<file path="src/dhfk_pkg.sv">
// Shared types and constants for the DH chain forward kinematics block.
// No dependencies.
`timescale 1ns / 1ps
package dhfk_pkg;
    localparam int ROT_W = 18;
    localparam logic signed [ROT_W-1:0] ROT_MAX = 18'sd131071;
    localparam logic signed [ROT_W-1:0] ROT_MIN = -18'sd131072;
    localparam logic signed [ROT_W-1:0] ONE_Q16 = 18'sd65536;
    localparam int CORDIC_STEPS = 20;
    localparam logic signed [32:0] HALFPI_Q30 = 33'sd1686629713;
    localparam logic signed [32:0] CORDIC_GAIN = 33'sd652032874;

    // Microcode ops issued by the controller to the datapath.
    typedef enum logic [3:0] {
        OP_NONE, OP_LOAD, OP_RED_TH, OP_CORDIC_TH, OP_FIN_TH, OP_RED_AL,
        OP_CORDIC_AL, OP_FIN_AL, OP_LOCAL, OP_MAC, OP_ROUND, OP_POS, OP_COMMIT
    } t_op;

    typedef struct packed {
        t_op        op;
        logic [4:0] step;
        logic [1:0] row;
        logic [1:0] col;
    } t_cmd;

    function automatic logic [31:0] atan_q30(input logic [4:0] i);
        logic [31:0] v;
        unique case (i)
            5'd0: v = 32'h3243F6A8;  5'd1: v = 32'h1DAC6705;
            5'd2: v = 32'h0FADBAFC;  5'd3: v = 32'h07F56EA6;
            5'd4: v = 32'h03FEAB76;  5'd5: v = 32'h01FFD55B;
            5'd6: v = 32'h00FFFAAA;  5'd7: v = 32'h007FFF55;
            5'd8: v = 32'h003FFFEA;  5'd9: v = 32'h001FFFFD;
            5'd10: v = 32'h000FFFFF; 5'd11: v = 32'h0007FFFF;
            5'd12: v = 32'h0003FFFF; 5'd13: v = 32'h0001FFFF;
            5'd14: v = 32'h0000FFFF; 5'd15: v = 32'h00007FFF;
            5'd16: v = 32'h00003FFF; 5'd17: v = 32'h00001FFF;
            5'd18: v = 32'h00000FFF; 5'd19: v = 32'h000007FF;
            default: v = 32'h0;
        endcase
        return v;
    endfunction
endpackage

</file>
<file path="src/dhfk_ctrl.sv">
// Controller sequencing CORDIC, local transform and pose multiply per joint.
// Depends on dhfk_pkg.
`timescale 1ns / 1ps
module dhfk_ctrl import dhfk_pkg::*; (
    input  logic i_clk,
    input  logic i_rst_n,
    input  logic i_in_valid,
    output logic o_in_ready,
    output logic o_out_valid,
    input  logic i_out_ready,
    output t_cmd o_cmd
);
    typedef enum logic [3:0] {
        S_IDLE, S_RTH, S_CTH, S_FTH, S_RAL, S_CAL, S_FAL, S_LOC,
        S_MAC, S_RND, S_COM, S_OUT
    } t_state;

    t_state     r_state;
    logic [4:0] r_step;
    logic [1:0] r_row, r_col;

    // Command issued in the current cycle, derived from state and counters.
    always_comb begin
        o_cmd = '{op: OP_NONE, step: r_step, row: r_row, col: r_col};
        unique case (r_state)
            S_IDLE: o_cmd.op = (i_in_valid && !o_out_valid) ? OP_LOAD : OP_NONE;
            S_RTH: o_cmd.op = OP_RED_TH;
            S_CTH: o_cmd.op = OP_CORDIC_TH;
            S_FTH: o_cmd.op = OP_FIN_TH;
            S_RAL: o_cmd.op = OP_RED_AL;
            S_CAL: o_cmd.op = OP_CORDIC_AL;
            S_FAL: o_cmd.op = OP_FIN_AL;
            S_LOC: o_cmd.op = OP_LOCAL;
            S_MAC: o_cmd.op = (r_col == 2'd3) ? OP_POS : OP_MAC;
            S_RND: o_cmd.op = OP_ROUND;
            S_COM: o_cmd.op = OP_COMMIT;
            default: o_cmd.op = OP_NONE;
        endcase
    end

    assign o_in_ready = (r_state == S_IDLE) && !o_out_valid;

    always_ff @(posedge i_clk) begin
        if (!i_rst_n) begin
            r_state <= S_IDLE;
            r_step <= '0; r_row <= '0; r_col <= '0;
            o_out_valid <= 1'b0;
        end else begin
            if (o_out_valid && i_out_ready) o_out_valid <= 1'b0;
            unique case (r_state)
                S_IDLE: if (i_in_valid && !o_out_valid) r_state <= S_RTH;
                S_RTH: begin r_state <= S_CTH; r_step <= '0; end
                S_CTH: begin
                    r_step <= r_step + 5'd1;
                    if (r_step == 5'(CORDIC_STEPS - 1)) r_state <= S_FTH;
                end
                S_FTH: r_state <= S_RAL;
                S_RAL: begin r_state <= S_CAL; r_step <= '0; end
                S_CAL: begin
                    r_step <= r_step + 5'd1;
                    if (r_step == 5'(CORDIC_STEPS - 1)) r_state <= S_FAL;
                end
                S_FAL: r_state <= S_LOC;
                S_LOC: begin
                    r_state <= S_MAC; r_step <= '0; r_row <= '0; r_col <= '0;
                end
                S_MAC: begin
                    r_step <= r_step + 5'd1;
                    if (r_step == 5'd2) r_state <= S_RND;
                end
                S_RND: begin
                    r_step <= '0;
                    r_state <= S_MAC;
                    r_col <= r_col + 2'd1;
                    if (r_col == 2'd3) begin
                        r_row <= r_row + 2'd1;
                        if (r_row == 2'd2) r_state <= S_COM;
                    end
                end
                S_COM: r_state <= S_OUT;
                S_OUT: begin
                    o_out_valid <= 1'b1;
                    r_state <= S_IDLE;
                end
                default: r_state <= S_IDLE;
            endcase
        end
    end

    a_ready_idle: assert property (@(posedge i_clk) disable iff (!i_rst_n)
        o_in_ready |-> (r_state == S_IDLE)) else $error("ready outside idle");
    a_valid_hold: assert property (@(posedge i_clk) disable iff (!i_rst_n)
        (o_out_valid && !i_out_ready) |=> o_out_valid) else $error("result dropped");
    a_out_after_commit: assert property (@(posedge i_clk) disable iff (!i_rst_n)
        $rose(o_out_valid) |-> $past(r_state) == S_OUT) else $error("stray result");
endmodule

</file>
<file path="config.mk">
export PLATFORM = sky130hd
export DESIGN_NAME = dhfk_ctrl
export DESIGN_NICKNAME = d
export VERILOG_FILES = /design/src/dhfk_pkg.sv /design/src/dhfk_ctrl.sv
export SDC_FILE = /design/constraint.sdc
export NUM_CORES = 1
export LEC_CHECK = 0
export BUFFER_PORTS_ARGS = -buffer_cell sky130_fd_sc_hd__buf_2
export CAP_MARGIN = 15
export CORE_MARGIN = 1
export CORE_UTILIZATION = 50
export CTS_BUF_LIST = sky130_fd_sc_hd__clkbuf_4 sky130_fd_sc_hd__clkbuf_8
export CTS_CLUSTER_SIZE = 28
export DETAILED_ROUTE_END_ITERATION = 8
export GPL_TIMING_DRIVEN = 0
export PLACE_DENSITY = 0.74
export SLEW_MARGIN = 5
export SYNTH_ARGS = -nofsm -noshare
export SYNTH_HDL_FRONTEND = slang
export SYNTH_SLANG_ARGS = --single-unit
export TNS_END_PERCENT = 30
</file>
<file path="constraint.sdc">
create_clock -name i_clk -period 3.9 [get_ports i_clk]
set_clock_uncertainty 0.15 [all_clocks]
set_input_delay 0.39 -clock i_clk [delete_from_list [all_inputs] [get_ports i_clk]]
set_output_delay 0.39 -clock i_clk [all_outputs]
set_load 0.01 [all_outputs]
</file>
==> flow_summary_export.csv, run 1 <==
group,metric,value,unit
setup_path,cp-end-kind,"primary output",
yosys,avgSynthCellArea,8.40,um^2
placed_design,place_area,996,um^2
timing,holdWs,0.247,ns
yosys,ys.flop_type,"dfxtp_1",
die,core.rowCount,14,
min_path,min_from,"i_out_ready",
setup_path,ff2ff_path_depth,6,
grt,overflow,0,
placed_design,dp_hpwl,1480,um
yosys,yosys-top-cells-count,"14 x dfxtp_1, 8 x inv_1, 7 x a21oi_1",
layout,fin_nets,136,
setup_path,cp.required,3.36,ns
cts,clk-insertion-delay-late,0.28,ns
timing,min_period,2.28,ns
layout,antenna_cells,0,
layout,multiInputGateArea,547,um^2
setup_path,regToRegEndpoint,"r_state[1]$_SDFFE_PN0P_",
yosys,ys_warn_count,0,
layout,fin_util,0.646,
timing,fmax,439,MHz
pwr,power_frac_seq,0.332,
timing,min_period_over_period,0.583,
detailed_routing,ant_nets,0,
setup_path,worstPathArrival,1.74,ns
timing,setup_viol,0,
cts,ctsHoldBuffers,0,
layout,nFillCells,149,
die,start_util,0.565,
detailed_routing,wirelength,1960,um
timing,worst_slack,1.62,ns
setup_path,crit_family,"flip-flops",
placed_design,place_worst_setup_slack,1.95,ns
setup_path,crit_top_cell,"buf_2",
pwr,comb_power_share,0.521,
yosys,netlist_instances,106,
setup_path,setup.worst_path.start_class,"flop",
placed_design,place_congestion,0.823,
layout,area_growth,14.3,%
yosys,synth_most_common_cell,"dfxtp_1",
die,die-area,1950,um^2
setup_path,timing.rr.start,"r_step[0]$_SDFFE_PN0P_",
layout,final_cell_count_no_fill,142,
run_status,status,"finished, violations left",
cts,postCtsSetupBuffers,0,
grt,grt_max_degree,11,
pwr,power_density,536,nW/um^2
yosys,synth-edff-count,0,
cts,numCtsBuffers,3,
die,io_pins,19,
run_status,violations,"design-rule violations",
yosys,syn-num-nets,114,
detailed_routing,drt-vias-per-instance,6.04,
detailed_routing,drc,1,
cts,htree_levels,1,
detailed_routing,wl_per_cell,13.8,um
setup_path,worstPathCellList,"buf_2, nand2_1, xnor2_1, nor2_1, a31o_1, buf_2",
die,core_area,1580,um^2
placed_design,io_buffer_count,17,
yosys,yosys.cell_types.count,45,
setup_path,worstSetupPathType,"flop to primary output",
pwr,internal_power,0.318,mW
layout,ff_latch_area,280,um^2
yosys,yosys.area.top_type_share,0.315,
setup_path,cp_num_buf_inv,2,
yosys,ys_ff_latch,14,
detailed_routing,vias,857,
yosys,synthArstFlopShare,0,
layout,final_cell_area,1020,um^2
yosys,yosysSeqAreaShare,0.315,
placed_design,place_inst,139,
pwr,switching_power,0.228,mW
cts,cts_resized,0,
timing,finalSetupTns,0,ns
setup_path,slowest_stage,"dfxtp_1",
timing,slew_violations,0,
die,fp.dieH,44.2,um
timing,tightest_slew,0.322,ns
cts,cts.clk_slew.worst_paths,0.07,ns
flow_run,cap_violations,0,
detailed_routing,first_pass_iters,6,
cts,cts.path.max_buffers,2,
timing,rsz0062_at_grt,"false",
yosys,synth_area_leaders,"dfxtp_1 31%, ha_1 5.6%, a21oi_1 3.9%",
yosys,synth_area,891,um^2
pwr,ir_drop,0.286,mV
layout,drive_gt1_frac,0.262,
pwr,p_leak,0.468,nW
grt,grtUsageTotal,0.226,
timing,hold_viol,0,
grt,antenna_found_initial,0,
yosys,netlist.top_cell.by_area,"dfxtp_1",
pwr,swShare,0.417,
pwr,total_power,0.546,mW
cts,cts_root_buffer,"clkbuf_4",
pwr,clkPwrFrac,0.147,
min_path,hold_path.class,"input port to flop",
min_path,whs_endpoint,"o_out_valid$_SDFFE_PN0P_",
setup_path,crit_path_max_fanout,10,
grt,grt_pass1_vias,746,
timing,relSlewSlack,0.782,
setup_path,max_stage_delay,0.43,ns
die,die_w,44.2,um
cts,cts_sinks,14,
detailed_routing,drt_iter0_drc,10,
grt,grt_pass1_wl,3190,um
cts,cts_tree,"built",
setup_path,r2r_slack,2.21,ns
min_path,worstHoldPathCells,4,
final cells by class:
class	count	share of cell area
multi-input cells	77	0.537
flip-flops and latches	14	0.275
repair buffers	17	0.0835
inverters	9	0.0332
plain buffers	6	0.0295
clock buffers	3	0.0221
well taps	16	0.0197
layout by cell type, fill, tap and decap left out, types with 2 or more instances in the layout:
cell	n
or3_1	3
ha_1	4
clkbuf_4	3
dfxtp_1	14
o21ai_0	6
nand2_1	5
and2b_1	2
a21oi_1	7
buf_2	23
a22o_1	2
and2_1	2
nor4_1	3
nand3_1	4
a31o_1	3
nor2_1	6
inv_1	8
xnor2_1	2
registers in the layout, indices dropped and copies added, names as in the netlist:
register,cells
r_step,5
r_state,4
r_col,2
r_row,2
o_out_valid,1
worst min-delay path, stage by stage:
cell and delay, ns:
buf_2 0.10, inv_1 0.04, a32oi_1 0.04, nor2_1 0.07
cells by family after synthesis:
kind of cell,count (synthesis),share of synthesized area
AOI/OAI and AO/OA,32,0.263
DFF,14,0.315
and+or+nand+nor,37,0.254
xor gates and xnor gates,3,0.0295
muxes,1,0.0112
buffers and inverters,15,0.0716
adders and majority gates,4,0.0562
power groups by stage:
stage | Sequential [mW] | Combinational (mW) | Clock, mW
4_1_cts | 0.182 | 0.281 | 0.0810
2_1_floorplan | 0.183 | 0.211 | 0
3_5_place_dp | 0.185 | 0.280 | 0
3_3_place_gp | 0.185 | 0.272 | 0
6_report | 0.181 | 0.284 | 0.0801
5_1_grt | 0.184 | 0.309 | 0.0838
routing by layer:
| layer | track usage | up-vias | wire (um) |
|---|---|---|---|
| met1 | 0.275 | 398 | 935 |
| met2 | 0.376 | 24 | 898 |
| met4 | 0.145 | 0 | 51 |
| met3 | 0.0245 | 5 | 73 |
| met5 | 0 | - | 0 |
| li1 | - | 430 | - |
how the worst max path moves through the flow:
stage / start / to / slack (ns) / cells past startpoint
final: r_state[0]$_SDFFE_PN0P_ / o_cmd[11] / 1.62 / 6
after global routing: r_state[0]$_SDFFE_PN0P_ / o_cmd[11] / 1.54 / 6
after CTS: r_state[0]$_SDFFE_PN0P_ / o_cmd[11] / 1.64 / 6
after detailed placement: r_state[0]$_SDFFE_PN0P_ / o_cmd[11] / 1.95 / 6
after global placement: r_state[0]$_SDFFE_PN0P_ / o_cmd[11] / 1.95 / 6
after floorplan: r_state[0]$_SDFFE_PN0P_ / o_cmd[11] / 2.22 / 5
Power figures use the tool's default switching activity.
==> run 2: changes to the inputs <==
--- a/config.mk
+++ b/config.mk
@@ -13,7 +13,7 @@
 export CTS_CLUSTER_SIZE = 28
 export DETAILED_ROUTE_END_ITERATION = 8
 export GPL_TIMING_DRIVEN = 0
-export PLACE_DENSITY = 0.74
+export PLACE_DENSITY = 0.77
 export SLEW_MARGIN = 5
 export SYNTH_ARGS = -nofsm -noshare
 export SYNTH_HDL_FRONTEND = slang
==> constraint.sdc (replaced) <==
create_clock -name i_clk -period 1.85 [get_ports i_clk]
set_clock_uncertainty 0.15 [all_clocks]
set_input_delay 0.185 -clock i_clk [delete_from_list [all_inputs] [get_ports i_clk]]
set_output_delay 0.185 -clock i_clk [all_outputs]
set_load 0.01 [all_outputs]
==> run 2 against run 1 <==
Against the previous run: the run now ends clean; power up 140%; sequential power is 130% higher; die area did not move; sequential share of layout area down 0.59 points; first-iteration DRC count grew to 3.7 times the previous value; utilization up 4.4 points; wire length rose by 4.9%; largest cell class unchanged.
==> flow_summary_export.csv, run 2 (synthesized netlist as in run 1, its figures left out) <==
group,metric,value,unit
setup_path,regToRegEndpoint,"r_state[1]$_SDFFE_PN0P_",
setup_path,worstPathArrival,1.43,ns
setup_path,crit_end,"o_cmd[11]",
grt,grtUsageTotal,0.231,
grt,grt_max_degree,11,
layout,top_register,"r_step",
cts,clk-insertion-delay-late,0.29,ns
timing,hold_viol,0,
placed_design,place_area,996,um^2
placed_design,dp_hpwl,1450,um
die,core_area,1580,um^2
layout,final_common_cell,"buf_2",
layout,final_cell_area,1090,um^2
grt,overflow,0,
min_path,hold_path.class,"input port to flop",
setup_path,worstSetupPathType,"flop to primary output",
setup_path,crit_path_max_fanout,10,
setup_path,slowest_stage,"dfxtp_4",
layout,area_growth,22.1,%
cts,htree_levels,1,
layout,antenna_cells,0,
die,io_pins,19,
die,core.rowCount,14,
setup_path,ff2ff_path_depth,6,
layout,largest_reg_flops,5,
die,die-area,1950,um^2
cts,cts_sinks,14,
die,fp.dieH,44.2,um
placed_design,place_inst,139,
die,start_util,0.565,
timing,min_period_over_period,0.953,
timing,rsz0062_at_grt,"false",
flow_run,cap_violations,0,
setup_path,r2r_slack,0.17,ns
detailed_routing,wirelength,2050,um
timing,tightest_slew,0.367,ns
placed_design,place_worst_setup_slack,0.133,ns
detailed_routing,vias,854,
setup_path,timing.rr.start,"r_step[0]$_SDFFE_PN0P_",
setup_path,cp.required,1.51,ns
detailed_routing,wl_per_cell,14.4,um
timing,relSlewSlack,0.755,
cts,numCtsBuffers,3,
pwr,ir_drop,0.719,mV
layout,top_regs,"r_step: 5 flops, r_state: 4 flops",
timing,setup_viol,0,
setup_path,cp-end-kind,"primary output",
setup_path,cp_num_buf_inv,2,
layout,fin_nets,136,
setup_path,worstPathCellList,"buf_6, nand2_4, xnor2_2, nor2_1, a31o_1, buf_2",
detailed_routing,drt_iter0_drc,37,
run_status,status,"finished clean",
die,die_w,44.2,um
timing,worst_slack,0.0878,ns
setup_path,setup.worst_path.start,"r_state[0]$_SDFFE_PN0P_",
setup_path,setup.worst_path.start_class,"flop",
setup_path,crit_family,"flip-flops",
placed_design,place_congestion,0.850,
cts,cts_tree,"built",
timing,finalSetupTns,0,ns
pwr,p_leak,0.498,nW
detailed_routing,first_pass_iters,5,
pwr,power_density,1190,nW/um^2
detailed_routing,drc,0,
cts,cts_root_buffer,"clkbuf_4",
timing,fmax,567,MHz
grt,grt_pass1_wl,3330,um
timing,min_period,1.76,ns
cts,cts.path.max_buffers,2,
setup_path,cp.depth,6,
timing,slew_violations,0,
cts,cts.clk_slew.worst_paths,0.09,ns
layout,final_cell_mix,"18 x buf_2, 10 x dfxtp_1, 8 x inv_1, 7 x a21oi_1",
grt,grt_pass1_vias,780,
layout,final_cell_count_no_fill,143,
layout,drive_gt1_frac,0.315,
setup_path,max_stage_delay,0.39,ns
grt,antenna_found_initial,0,
cts,postCtsSetupBuffers,0,
detailed_routing,ant_nets,0,
placed_design,io_buffer_count,17,
timing,holdWs,0.0420,ns
detailed_routing,drt-vias-per-instance,5.97,
-- run 2: cell count changes in the layout (fill, tap and decap cells not counted), sizes merged --
cell    before  now
clkbuf       3    4
-- run 2: final cells by class --
class	count	area, um^2
multi-input cells	77	562
repair buffers	17	85.1
well taps	16	20.0
plain buffers	6	57.6
inverters	9	33.8
clock buffers	4	36.3
fillers	136	489
flip-flops and latches	14	293
-- run 2: worst min-delay path by stage --
stage / start / to / cells past startpoint
3_5_place_dp: r_row[1]$_SDFFE_PN0P_ / r_row[1]$_SDFFE_PN0P_ / 2
3_3_place_gp: r_row[1]$_SDFFE_PN0P_ / r_row[1]$_SDFFE_PN0P_ / 2
4_1_cts: i_out_ready / o_out_valid$_SDFFE_PN0P_ / 4
5_1_grt: i_out_ready / o_out_valid$_SDFFE_PN0P_ / 4
6_report: i_out_ready / o_out_valid$_SDFFE_PN0P_ / 4
2_1_floorplan: i_out_ready / o_out_valid$_SDFFE_PN0P_ / 3
-- run 2: power breakdown --
| group | total [mW] | switching [mW] | internal (mW) |
|---|---|---|---|
| clock network | 0.230 | 0.110 | 0.120 |
| registers | 0.409 | 0.0555 | 0.353 |
| logic | 0.655 | 0.353 | 0.302 |
-- run 2: worst reg2reg max path: stages (launching register included) --
cell,delay (ns)
dfxtp_1,0.38
inv_1,0.08
ha_1,0.19
nor4b_1,0.14
nor4bb_1,0.34
a221oi_2,0.09
a31o_1,0.22
-- run 2: what timing repair did --
action	4_1_cts	5_1_grt
endpoints found under the setup margin	3	2
pin swaps	1	1
hold buffers	0	0
gates resized for setup	10	10
-- run 2: stage by stage --
stage          utilization  total power, mW
4_1_cts              0.672             1.25
5_1_grt              0.690             1.38
6_report             0.690             1.29
3_3_place_gp         0.632            0.964
3_5_place_dp         0.632            0.977
2_1_floorplan            -            0.830
-- run 2: per-layer routing --
layer | wire length (um) | part of all wire | track usage
met4 | 27 | 0.013 | 0.121
met1 | 1000 | 0.49 | 0.304
met2 | 916 | 0.45 | 0.350
met3 | 105 | 0.051 | 0.0571
met5 | 0 | 0 | 0
